### config.mk
export PLATFORM = sky130hd
export DESIGN_NAME = swa_avg_div
export DESIGN_NICKNAME = d
export VERILOG_FILES = /design/src/swa_pkg.sv /design/src/swa_avg_div.sv
export SDC_FILE = /design/constraint.sdc
export NUM_CORES = 1
export LEC_CHECK = 0
export BUFFER_PORTS_ARGS = -buffer_cell sky130_fd_sc_hd__buf_2
export CAP_MARGIN = 10
export CORE_MARGIN = 3
export CORE_UTILIZATION = 60
export DETAILED_ROUTE_END_ITERATION = 10
export PLACE_DENSITY_LB_ADDON = 0.2
export RECOVER_POWER = 50
export SYNTH_ARGS = -nofsm -noshare
export SYNTH_HDL_FRONTEND = slang
export SYNTH_SLANG_ARGS = --single-unit
### constraint.sdc
create_clock -name clk -period 4.4 [get_ports clk]
set_clock_uncertainty 0.2 [all_clocks]
set_input_delay 0.66 -clock clk [delete_from_list [all_inputs] [get_ports clk]]
set_output_delay 0.66 -clock clk [all_outputs]
set_load 0.05 [all_outputs]
### src/swa_pkg.sv
// Shared constants, slice record type and ring index helper for the sliding window average.
package swa_pkg;

    localparam int SLICES  = 64;
    localparam int IDX_W   = $clog2(SLICES);
    localparam int OCC_W   = $clog2(SLICES + 1);
    localparam int RING_W  = OCC_W + 1;

    localparam int TIME_W  = 32;
    localparam int SPEED_W = 16;
    localparam int WIN_W   = 31;
    localparam int SSUM_W  = 32;
    localparam int SCNT_W  = 16;
    localparam int SUM_W   = 38;
    localparam int CNT_W   = 22;
    localparam int AVG_W   = 16;

    localparam logic [SCNT_W-1:0] SLICE_COUNT_MAX = '1;
    localparam logic [WIN_W-1:0]  WINDOW_RESET    = WIN_W'(300000);

    localparam logic KIND_VEHICLE = 1'b0;
    localparam logic KIND_TICK    = 1'b1;

    typedef struct packed {
        logic [TIME_W-1:0] stamp;
        logic [SSUM_W-1:0] sum;
        logic [SCNT_W-1:0] count;
    } slice_t;

    // Position base + off in the ring; both operands are below 2*SLICES in sum.
    function automatic logic [IDX_W-1:0] ring_add(input logic [IDX_W-1:0] base,
                                                  input logic [OCC_W-1:0] off);
        logic [RING_W-1:0] s;
        s = RING_W'(base) + RING_W'(off);
        if (s >= RING_W'(SLICES))
        begin
            s = s - RING_W'(SLICES);
        end
        return s[IDX_W-1:0];
    endfunction

endpackage

### src/swa_avg_div.sv
// Radix-2 restoring divider for the window average, one quotient bit per cycle.
module swa_avg_div (
    input  logic                      clk,
    input  logic                      rst_n,
    input  logic                      start,
    input  logic [swa_pkg::SUM_W-1:0] dividend,
    input  logic [swa_pkg::CNT_W-1:0] divisor,
    output logic                      done,
    output logic [swa_pkg::AVG_W-1:0] quotient
);
    import swa_pkg::*;

    localparam int STEP_W = $clog2(AVG_W);

    logic              busy_reg;
    logic              done_reg;
    logic [STEP_W-1:0] step_reg;
    logic [CNT_W-1:0]  rem_reg;
    logic [AVG_W-1:0]  q_reg;
    logic [CNT_W-1:0]  div_reg;
    logic [CNT_W:0]    trial;
    logic              q_bit;
    logic [CNT_W:0]    diff;

    // The average never exceeds the largest speed, so the upper dividend bits
    // are already below the divisor and only AVG_W steps are needed.
    assign trial = {rem_reg, q_reg[AVG_W-1]};
    assign q_bit = (trial >= {1'b0, div_reg});
    assign diff  = trial - {1'b0, div_reg};

    always_ff @(posedge clk or negedge rst_n)
    begin
        if (!rst_n)
        begin
            busy_reg <= 1'b0;
            done_reg <= 1'b0;
            step_reg <= '0;
        end
        else
        begin
            done_reg <= !start && busy_reg && (step_reg == STEP_W'(AVG_W - 1));
            if (start)
            begin
                busy_reg <= 1'b1;
                step_reg <= '0;
            end
            else if (busy_reg)
            begin
                step_reg <= step_reg + 1'b1;
                if (step_reg == STEP_W'(AVG_W - 1))
                begin
                    busy_reg <= 1'b0;
                end
            end
        end
    end

    always_ff @(posedge clk)
    begin
        if (start)
        begin
            rem_reg <= dividend[SUM_W-1:AVG_W];
            q_reg   <= dividend[AVG_W-1:0];
            div_reg <= divisor;
        end
        else if (busy_reg)
        begin
            rem_reg <= q_bit ? diff[CNT_W-1:0] : trial[CNT_W-1:0];
            q_reg   <= {q_reg[AVG_W-2:0], q_bit};
        end
    end

    assign done     = done_reg;
    assign quotient = q_reg;

endmodule

Word level (Yosys, flattened, before mapping)

Index checks and enable logic that the tools add are counted.

$add $sub $neg: 2
$lt $le $gt $ge: 1
Equality and inequality tests: 1
Mux-type cells: 10
Reduce and logical (&&, ||, !) cells: 4

Operators with widths:

| kind                                                           | number |
|---|---|
| 22-bit 2-to-1 mux                                              | 3 |
| 16-bit 2-to-1 mux                                              | 2 |
| 23-bit by 22-bit greater-or-equal comparator with 1-bit output | 1 |
| 22-bit subtractor                                              | 1 |
| 4-bit 2-to-1 mux                                               | 2 |
| 4-bit by 1-bit adder with 4-bit output, second input constant  | 1 |
| 4-bit == test, second input constant                           | 1 |
| 1-bit 2-to-1 mux                                               | 3 |
| 1-bit logical AND                                              | 2 |
| 2-bit nonzero test                                             | 1 |
| 1-bit zero test                                                | 1 |

Bits in registers: 66
Input port bits: 63
Output and inout bits: 17
Word-level logic and storage cells: 24

Logic depth before layout (Yosys ltp)

Gate-level depths: netlist of run 1.

Word-level depth: 4
Gate-level depth with buffers: 13
Gate-level depth less buffers: 11

Least setup slack after synthesis of run 1

No wires, ideal clock.

Path kind: flip-flop to flip-flop
Start: register q_reg[15] (netlist: quotient[15])
End: register rem_reg[16] (data pin)
Library setup time: 0.261 ns
Arrival time: 2.770 ns
Required time: 3.939 ns
Setup slack: 1.169 ns
Cell stages (with the launch flop): 12
Buffers on the path: 0
Period minus slack after synthesis: 3.231 ns
Cells stage by stage: edfxtp_1 inv_1 ha_1 fa_1 nor2b_1 o31a_1 o41ai_4 o31ai_2 a311oi_4 xor2_1 nor3_1 a221o_1

Longest elaborated chain between the ends: 4
Elaborated cells on any way between the ends: 5
Classes of those cells: add/sub: 1; order compare: 1; mux: 3

Ends and longest elaborated chain:

| what                                                                                                       | RTL line                             | RTL |
|---|---|---|
| start: declaration                                                                                         | swa_avg_div.sv:19                    | `logic [AVG_W-1:0] q_reg;` |
| start signal: assignment                                                                                   | swa_avg_div.sv:63                    | `q_reg <= dividend[AVG_W-1:0];` |
| start signal: assignment                                                                                   | swa_avg_div.sv:69                    | `q_reg <= {q_reg[AVG_W-2:0], q_bit};` |
| 22-bit subtractor / 23-bit by 22-bit greater-or-equal comparator with 1-bit output (equally long branches) | swa_avg_div.sv:29, swa_avg_div.sv:28 |  |
| 22-bit 2-to-1 mux *                                                                                        | swa_avg_div.sv:68                    | `rem_reg <= q_bit ? diff[CNT_W-1:0] : trial[CNT_W-1:0];` |
| 22-bit 2-to-1 mux *                                                                                        | swa_avg_div.sv:66                    | `else if (busy_reg)` |
| 22-bit 2-to-1 mux *                                                                                        | swa_avg_div.sv:60                    | `if (start)` |
| end signal: assignment                                                                                     | swa_avg_div.sv:62                    | `rem_reg <= dividend[SUM_W-1:AVG_W];` |
| end signal: assignment                                                                                     | swa_avg_div.sv:68                    |  |
| end: declaration                                                                                           | swa_avg_div.sv:18                    | `logic [CNT_W-1:0] rem_reg;` |

Mark *: on every way between the ends. The rest lies on a longest branch, timed or not. The select of a mux whose other input is x is not followed.
A chain may end at the register's enable or synchronous reset.

Final worst setup path of run 1

Start: register rem_reg[7]
End: register rem_reg[4] (data pin)

Longest elaborated chain between the ends: 4

Ends and longest elaborated chain:

| what                                                           | RTL line          | RTL |
|---|---|---|
| 23-bit by 22-bit greater-or-equal comparator with 1-bit output | swa_avg_div.sv:28 | `assign q_bit = (trial >= {1'b0, div_reg});` |
| 22-bit 2-to-1 mux                                              | swa_avg_div.sv:68 |  |
| 22-bit 2-to-1 mux                                              | swa_avg_div.sv:66 |  |
| 22-bit 2-to-1 mux                                              | swa_avg_div.sv:60 |  |

No other way between the ends. The select of a mux whose other input is x is not followed.

==> reports/qor.csv, run 1 <==
stage;metric;value;unit
worst_hold_path;Hold Crit Class;input pin to register;
timing;Final min period;3660;ps
drt;DRT antenna net count;0;
finish;fin util;0.715;
job;max_cap viols;1;
timing;fmax;273;MHz
run_status;failing checks;max-capacitance violations, max-slew violations;
clocking;Sink Count;66;
drt;initial DRC count;161;
place;Port Buffer Count;79;
finish;fraction of layout cells with a size suffix above 1;0.234;
pwr;IR drop worst, VDD;326;µV
clocking;Clock Latency Late Sink;340;ps
worst_setup_path;Max Fanout on Critical Path;42;
synthesis;FFs w/ async S/R, synth;0.0909;
worst_setup_path;Worst Path Required;4300;ps
place;GPL Wtd Cong;0.886;
worst_setup_path;crit end category;register;
finish;diode count;0;
grt;first-pass GRT wire length;13000;µm
worst_setup_path;Worst setup SP type;register;
run_status;status;finished with violations;
clocking;Worst-path clk slew;70;ps
synthesis;ys flop type;edfxtp_1;
timing;slew margin rel.;-0.555;
finish;post-route cell area;4620;µm²
die;full die area;7770;µm²
place;DP HPWL;5600;µm
clocking;Num CTS Buffers;9;
grt;initial antenna violation count;0;
timing;final hold violations;0;
grt;vias in the first global route;2917;
clocking;root buf cell;clkbuf_8;
drt;vias;2974;
grt;largest net degree at the start of global routing;60;
clocking;post-cts gate resize count;0;
timing;setup ws final;741;ps
clocking;hold-fix buffers at CTS;1;
synthesis;Synth Instances;361;
die;Initial Util;0.627;
timing;worst-margin pin slew;2330;ps
clocking;CTS tree;built;
die;Ports;80;
synthesis;Syn Nets;448;
drt;WL/cell;15.0;µm
synthesis;main area contributors after synthesis;edfxtp_1 44%, ha_1 7.1%, mux2_2 4.7%;
synthesis;Mean Syn Cell Area;11.2;µm²
drt;drt drc;0;
drt;Initial DRT Pass Iterations;4;
synthesis;yosys warns;0;
finish;Area Growth Syn to Fin;14.0;%
synthesis;Synth cell types;53;
synthesis;register area share after synthesis;0.482;
finish;nets@finish;522;
die;row count;29;
synthesis;mapped cell area;4050;µm²
place;DP Worst Slack;747;ps
die;Chip Width;88.1;µm
die;Core Region;6460;µm²
drt;drt total wl;7760;µm
grt;GRT overflow;0;
place;Area after DPL;4470;µm²
finish;commonest non-fill, non-tap cells in the layout;60 x edfxtp_1, 60 x buf_2, 28 x inv_1;
timing;Tcrit/Tclk final;0.832;
worst_setup_path;Arr. time, crit path;3560;ps
clocking;htree depth;3;
clocking;Post-CTS Setup Repair Bufs;0;
clocking;clock tree buffer depth;2;
drt;vias per cell;5.75;
synthesis;EDFF count, synth;60;
pwr;Leak Pwr;1.96;nW
timing;RSZ-0062 raised after global routing;no;
grt;gr usage total;0.217;
timing;Final Slew Violations;60;
synthesis;#FFs+latches synth;66;
timing;Setup TNS;0;ps
synthesis;area leader, netlist;edfxtp_1;
die;die height;88.1;µm
timing;Final setup viols;0;
synthesis;top-area cell type share of the netlist area;0.445;
pwr;total power;2.80;mW
worst_setup_path;Setup Crit Path Kind;register to register;
pwr;Cell Pwr Density;606;nW/µm²
==> path summary, 6_finish.rpt <==
path / start / endpoint / slack [ps] / depth (start not counted)
min in group asynchronous: rst_n / step_reg[3] / 510 / 2
hold reg to reg: step_reg[1] / step_reg[1] / 350 / 2
setup reg to reg: rem_reg[7] / rem_reg[4] / 740 / 9
setup / recovery: rem_reg[7] / rem_reg[4] / 740 / 9
hold / removal: divisor[7] / div_reg[7] / 290 / 1
max in group asynchronous: rst_n / step_reg[1] / 3260 / 2
==> cell usage after synthesis, types with 3 or more instances <==
cell type / instances
nand3_1: 4
a21oi_1: 17
xnor2_1: 8
o311ai_0: 11
a221o_1: 5
mux2_2: 17
o21ai_0: 10
dfrtp_1: 6
nor2b_1: 10
ha_1: 23
xor2_1: 10
nand3b_1: 11
mux2i_1: 6
inv_1: 28
and3_1: 4
clkbuf_1: 12
nor3_1: 8
nand2b_1: 5
a31oi_1: 4
a21o_1: 9
o21a_1: 3
nand2_1: 21
nor2_1: 27
edfxtp_1: 60
==> report_power, final <==
part,switching (mW),total [mW],internal [mW]
Clock,0.237,0.439,0.203
Combinational,0.818,1.41,0.592
Sequential,0.0781,0.950,0.871
Total,1.13,2.80,1.67
==> per-layer routing <==
layer	part of all wire	track usage	vias to the layer above
li1	-	-	1495
met1	0.44	0.273	1390
met2	0.49	0.366	80
met3	0.061	0.0659	9
met4	0.011	0.0577	0
met5	0	0	-
==> cell families after synthesis <==
group,after synthesis,share of synthesized area
simple gates,104,0.136
flops,66,0.482
compound gates,80,0.158
mux,23,0.0621
buf+inv,46,0.0470
fa+ha+maj,24,0.0760
xor+xnor,18,0.0389
==> stage by stage <==
step,hold slack (ps),instances
2_1_floorplan,164,361
3_3_place_gp,290,500
3_5_place_dp,289,500
4_1_cts,266,517
5_1_grt,259,517
6_report,286,517
==> layout make-up <==
cell class	count	area [µm²]
sequential	66	1950
multi-input combinational	249	1910
clock inverter	7	43.8
inverter	28	105
clock buffer	9	124
tap	77	96.3
timing repair buffer	81	389
fill	517	1840
==> worst max-delay path, stage by stage, from the launching register on <==
cell and delay, ps:
edfxtp_1 400, ha_1 370, a21oi_2 190, o21ai_0 130, or3_4 360, o211ai_2 200, o211ai_1 150, a31oi_4 910
a2111oi_0 150, a221o_1 360
Note: power is estimated with default switching activity, not from simulation.
==> run 2, diff against run 1 <==
Settings changed: ABC_AREA from default to 1, CORE_UTILIZATION 60 to 57.
Clock period 4.4 ns to 3.41 ns, I/O delays scaled along.
==> run 2 against run 1 <==
  * The run now ends clean
  * First-iteration DRC count increased by 53%
  * Clock-buffer cell count increased by 2
  * Flip-flop and latch count unchanged
  * Sequential power increased by 26%
==> reports/qor.csv, run 2 <==
stage;metric;value;unit
run_status;status;complete, no violations;
die;Initial Util;0.606;
worst_setup_path;crit end category;register;
clocking;post-cts gate resize count;0;
drt;drt drc;0;
timing;fmax;368;MHz
clocking;Num CTS Buffers;9;
grt;GRT overflow;0;
synthesis;Synth cell types;34;
timing;slew margin rel.;0.168;
finish;diode count;0;
timing;final hold violations;0;
clocking;clock tree buffer depth;2;
die;Ports;80;
worst_setup_path;critical-path cell list;ha_1 -> a21oi_1 -> nand2_1 -> a21oi_1 -> nand4_2 -> buf_4 -> nor2_1 -> o21ai_2;
finish;commonest non-fill, non-tap cells in the layout;248 x nand2_1, 90 x inv_1, 69 x buf_2;
clocking;root buf cell;clkbuf_8;
finish;most common cell after layout, fill and taps aside;nand2_1;
pwr;Cell Pwr Density;782;nW/µm²
die;row count;31;
grt;initial antenna violation count;0;
worst_setup_path;Max stage delay cell, worst path;edfxtp_1;
pwr;total power;4.05;mW
synthesis;register area share after synthesis;0.430;
clocking;Sink Count;66;
finish;fin util;0.691;
synthesis;area leader, netlist;edfxtp_1;
worst_setup_path;Largest delay share family, worst path;simple AND/OR/NAND/NOR gates;
grt;gr usage total;0.255;
clocking;htree depth;3;
synthesis;FFs w/ async S/R, synth;0.0909;
drt;vias;4052;
worst_setup_path;Setup Crit Path Kind;register to register;
place;DP HPWL;8150;µm
synthesis;yosys warns;0;
worst_setup_path;Worst setup SP type;register;
timing;Final Slew Violations;0;
finish;nets@finish;772;
die;die height;95.2;µm
die;Core Region;7490;µm²
worst_setup_path;Arr. time, crit path;2610;ps
finish;fraction of layout cells with a size suffix above 1;0.154;
synthesis;ys flop type;edfxtp_1;
synthesis;Syn Nets;690;
synthesis;Synth top cells by count;248 x nand2_1, 90 x inv_1, 60 x edfxtp_1, 45 x nand3_1, 33 x nor2_1;
worst_setup_path;most frequent CP cell;a21oi_1;
drt;WL/cell;13.7;µm
clocking;Clock Latency Late Sink;340;ps
timing;Final min period;2720;ps
grt;first-pass GRT wire length;18000;µm
worst_hold_path;Hold Crit Class;input pin to register;
timing;Setup TNS;0;ps
drt;drt total wl;10800;µm
synthesis;EDFF count, synth;60;
worst_setup_path;CP max stage delay;400;ps
synthesis;Mean Syn Cell Area;7.52;µm²
synthesis;#FFs+latches synth;66;
finish;Area Growth Syn to Fin;14.1;%
worst_setup_path;Buf+Inv Stages, Crit Path;1;
worst_setup_path;Worst Path Required;3300;ps
timing;Tcrit/Tclk final;0.797;
clocking;Post-CTS Setup Repair Bufs;0;
die;full die area;9060;µm²
timing;RSZ-0062 raised after global routing;no;
synthesis;mapped cell area;4530;µm²
grt;vias in the first global route;3888;
timing;Final setup viols;0;
synthesis;top-area cell type share of the netlist area;0.397;
grt;largest net degree at the start of global routing;61;
drt;vias per cell;5.14;
clocking;hold-fix buffers at CTS;1;
clocking;CTS tree;built;
timing;worst-margin pin slew;1250;ps
clocking;Worst-path clk slew;80;ps
synthesis;Synth Instances;603;
place;Port Buffer Count;79;
worst_setup_path;Max Fanout on Critical Path;20;
pwr;Leak Pwr;2.71;nW
drt;Initial DRT Pass Iterations;5;
pwr;IR drop worst, VDD;358;µV
die;Chip Width;95.2;µm
drt;initial DRC count;246;
synthesis;main area contributors after synthesis;edfxtp_1 40%, nand2_1 21%, inv_1 7.5%;
job;max_cap viols;0;
synthesis;count leader, synth;nand2_1;
drt;DRT antenna net count;0;
place;GPL Wtd Cong;0.910;
## run 2: cell count changes after synthesis, sizes merged, moves of 11 or more
| cell | change |
|---|---|
| nor2 | +11 |
| o311ai | -11 |
| nand3 | +42 |
| mux2 | -17 |
| inv | +63 |
| nand2 | +236 |
## run 2: final timing paths
path	cells past startpoint	from	to	slack (ps)
max	8	rem_reg[17]	rem_reg[15]	690
min	1	divisor[17]	div_reg[17]	140
max reg2reg	8	rem_reg[17]	rem_reg[15]	690
min reg2reg	1	step_reg[0]	step_reg[0]	330
max in group asynchronous	2	rst_n	step_reg[3]	2430
min in group asynchronous	2	rst_n	step_reg[0]	350
## run 2: per-layer routing
metal	vias to the layer above	wire, µm	global-route usage
met5	-	0	0
met1	1836	4960	0.339
met4	0	117	0.0661
li1	2075	-	-
met3	11	623	0.0474
met2	130	5140	0.428
## run 2: logic make-up after synthesis
| group | synth area share |
|---|---|
| flip-flops | 0.430 |
| AND/OR/NAND/NOR | 0.352 |
| AO/OA/AOI/OAI | 0.0367 |
| adder cells (fa/ha/maj) | 0.0679 |
| XOR/XNOR | 0.0174 |
| buffers and inverters | 0.0960 |
## run 2: power breakdown
group / switching [mW] / internal [mW] / leakage, nW
logic: 1.43 / 0.775 / 1.92
registers: 0.0957 / 1.11 / 0.704
clock network: 0.310 / 0.336 / 0.0893
total: 1.83 / 2.22 / 2.71
## run 2: final cells by class
type	count	area, µm²
sequential	66	1950
multi-input combinational	432	2150
clock buffer	11	131
inverter	92	345
tap	99	124
timing repair buffer	84	420
clock inverter	5	55.1
fill	673	2310
## run 2: per-stage QoR
step	instance area, µm²	setup slack, ps	cells	hold WS [ps]
final	5170	693	789	140
after global routing	5170	521	789	124
after CTS	5190	709	789	127
after detailed placement	4990	721	772	137
after global placement	4990	720	772	138
after floorplan	4530	916	603	15.9
==> run 3, diff against run 2 <==
Settings changed: CORE_UTILIZATION 57 to 51.
Clock period 3.41 ns to 2.2 ns, I/O delays scaled along.
==> run 3 against run 2 <==
  * Critical path type unchanged
  * Core utilization increased by 12 points
  * Combinational power rose to 2.6 times the previous value
  * Worst setup slack got worse by 780 ps
  * Critical endpoint is now rem_reg[21]
  * The flow now finishes with violations (negative setup slack)
==> reports/qor.csv, run 3 (same netlist as run 2, synthesis figures left out) <==
stage;metric;value;unit
finish;most common cell after layout, fill and taps aside;nand2_1;
clocking;Worst-path clk slew;90;ps
pwr;Leak Pwr;3.41;nW
timing;Final Slew Violations;0;
pwr;sw power;3.87;mW
worst_setup_path;crit end category;register;
drt;DRT antenna net count;0;
worst_setup_path;Worst Path Required;2110;ps
job;max_cap viols;0;
timing;final hold violations;0;
timing;Final min period;2280;ps
worst_setup_path;worst reg2reg endpoint;rem_reg[21];
drt;WL/cell;15.5;µm
finish;fraction of layout cells with a size suffix above 1;0.413;
worst_setup_path;flop2flop setup slack;-80;ps
clocking;Sink Count;66;
grt;first-pass GRT wire length;21700;µm
clocking;Clock Latency Late Sink;360;ps
pwr;total power;8.85;mW
die;row count;33;
grt;vias in the first global route;4664;
timing;RSZ-0062 raised after global routing;yes;
die;Chip Width;100;µm
place;GPL Wtd Cong;0.959;
clocking;Num CTS Buffers;9;
drt;vias per cell;5.19;
die;Ports;80;
worst_setup_path;Setup Crit Path Kind;register to register;
timing;Final setup viols;23;
grt;initial antenna violation count;0;
pwr;Internal;4.97;mW
grt;gr usage total;0.272;
drt;initial DRC count;324;
drt;drt total wl;14000;µm
clocking;CTS tree;built;
timing;worst-margin pin slew;1180;ps
die;die height;100;µm
timing;fmax;438;MHz
timing;slew margin rel.;0.215;
worst_setup_path;Worst setup SP type;register;
run_status;status;finished with violations;
worst_hold_path;hold endpoint;rem_reg[3];
grt;GRT overflow;0;
pwr;Cell Pwr Density;1300;nW/µm²
pwr;Clock power frac;0.124;
pwr;IR drop worst, VDD;604;µV
pwr;sequential power share;0.220;
worst_setup_path;R2R Path Start;rem_reg[13];
die;Core Region;8420;µm²
drt;vias;4681;
pwr;combinational power share;0.655;
drt;Initial DRT Pass Iterations;5;
worst_hold_path;hold depth;3;
place;Port Buffer Count;79;
worst_setup_path;Arr. time, crit path;2190;ps
grt;largest net degree at the start of global routing;33;
finish;fin util;0.811;
worst_hold_path;Hold Crit Class;input pin to register;
timing;Tcrit/Tclk final;1.04;
die;full die area;10100;µm²
worst_setup_path;Max Fanout on Critical Path;5;
run_status;failing checks;negative setup slack;
worst_setup_path;reg2reg path depth;14;
finish;Area Growth Syn to Fin;50.6;%
worst_setup_path;CP max stage delay;450;ps
worst_hold_path;hold_sp;dividend[19];
place;DP HPWL;9300;µm
worst_setup_path;most frequent CP cell;nand2_1;
drt;drt drc;0;
worst_setup_path;Max stage delay cell, worst path;edfxtp_1;
clocking;root buf cell;clkbuf_8;
clocking;htree depth;3;
clocking;clock tree buffer depth;2;
die;Initial Util;0.538;
timing;setup ws final;-82.1;ps
finish;commonest non-fill, non-tap cells in the layout;200 x nand2_1, 79 x buf_4, 76 x buf_2;
finish;diode count;0;
worst_setup_path;critical-path cell list;ha_4 -> nand2_2 -> nand2_1 -> inv_2 -> nand2_4 -> inv_1 -> nand2_1 -> nand2_2 -> nand4_4 -> buf_6 -> nand2_4 -> nand2_1 -> nand2_1 -> nand2_1;
pwr;switching power share of the total;0.438;
finish;nets@finish;879;
-- run 3: cell types whose count changed in the layout (fill, tap and decap cells not counted), moves of 10 or more --
cell	previous run	this run
a21oi_1	16	6
buf_4	3	79
dlygate4sd3_1	1	23
ha_1	23	3
ha_4	0	20
inv_1	90	69
inv_2	1	22
nand2_1	248	200
nand2_2	8	37
nand2_4	1	20
nand3_1	45	33
nand3_2	1	11
nor2_1	33	19
-- run 3: per-layer routing --
| metal | global-route usage | up-vias | share of wire |
|---|---|---|---|
| met5 | 0 | - | 0 |
| met4 | 0.134 | 0 | 0.041 |
| met3 | 0.0535 | 55 | 0.057 |
| met2 | 0.450 | 182 | 0.49 |
| met1 | 0.341 | 2152 | 0.42 |
| li1 | - | 2292 | - |
-- run 3: worst max path at each step --
| stage | startpoint | depth (start not counted) | endpoint | slack, ps |
|---|---|---|---|---|
| 5_1_grt | rem_reg[9] | 12 | rem_reg[17] | -190 |
| 3_3_place_gp | rem_reg[13] | 12 | rem_reg[4] | -240 |
| 6_report | rem_reg[13] | 14 | rem_reg[21] | -80 |
| 3_5_place_dp | rem_reg[12] | 12 | rem_reg[4] | -250 |
| 2_1_floorplan | quotient[15] | 13 | rem_reg[12] | -130 |
| 4_1_cts | rem_reg[8] | 13 | rem_reg[18] | -10 |
-- run 3: metrics by stage --
stage          instance area (µm²)  cells  setup slack, ps  hold WS [ps]  setup TNS (ps)
2_1_floorplan                 4560    603             -126          -166            -608
3_3_place_gp                  5460    834             -236         -44.6           -3740
3_5_place_dp                  5460    834             -246         -43.2           -4240
4_1_cts                       6350    883            -13.3          29.2           -83.4
5_1_grt                       6830    902             -187          40.8           -3090
6_report                      6830    902            -82.1          40.3            -929
-- run 3: layout make-up --
type / instances / area, µm²
Multi-Input combinational cell: 433 / 2870
Sequential cell: 66 / 1950
Fill cell: 571 / 1600
Timing Repair Buffer: 190 / 1320
Inverter: 92 / 345
Clock buffer: 12 / 188
Tap cell: 105 / 131
Clock inverter: 4 / 28.8
-- run 3: worst max-delay path: cells and delay by family, from the launching register on --
family                   cells  cell delay [ps]
adder cells (fa/ha/maj)      1              300
buffers and inverters        3              340
flip-flops                   1              450
AND/OR/NAND/NOR             10              720
-- run 3: timing repair --
action,4_1_cts,5_1_grt
gates cloned,2,0
resized for setup,63,104
pin swaps,16,56
buffers inserted,8,19
endpoints found under the hold margin,28,0
hold buffers,23,0
endpoints found under the setup margin,23,23
-- run 3: power groups by stage --
stage | Sequential [mW] | Clock (mW) | Combinational [mW]
floorplan | 1.96 | 0 | 2.60
global route | 1.97 | 1.17 | 6.27
finish | 1.95 | 1.10 | 5.80
detailed placement | 1.89 | 0 | 4.05
global placement | 1.88 | 0 | 3.98
CTS | 1.95 | 1.12 | 4.75
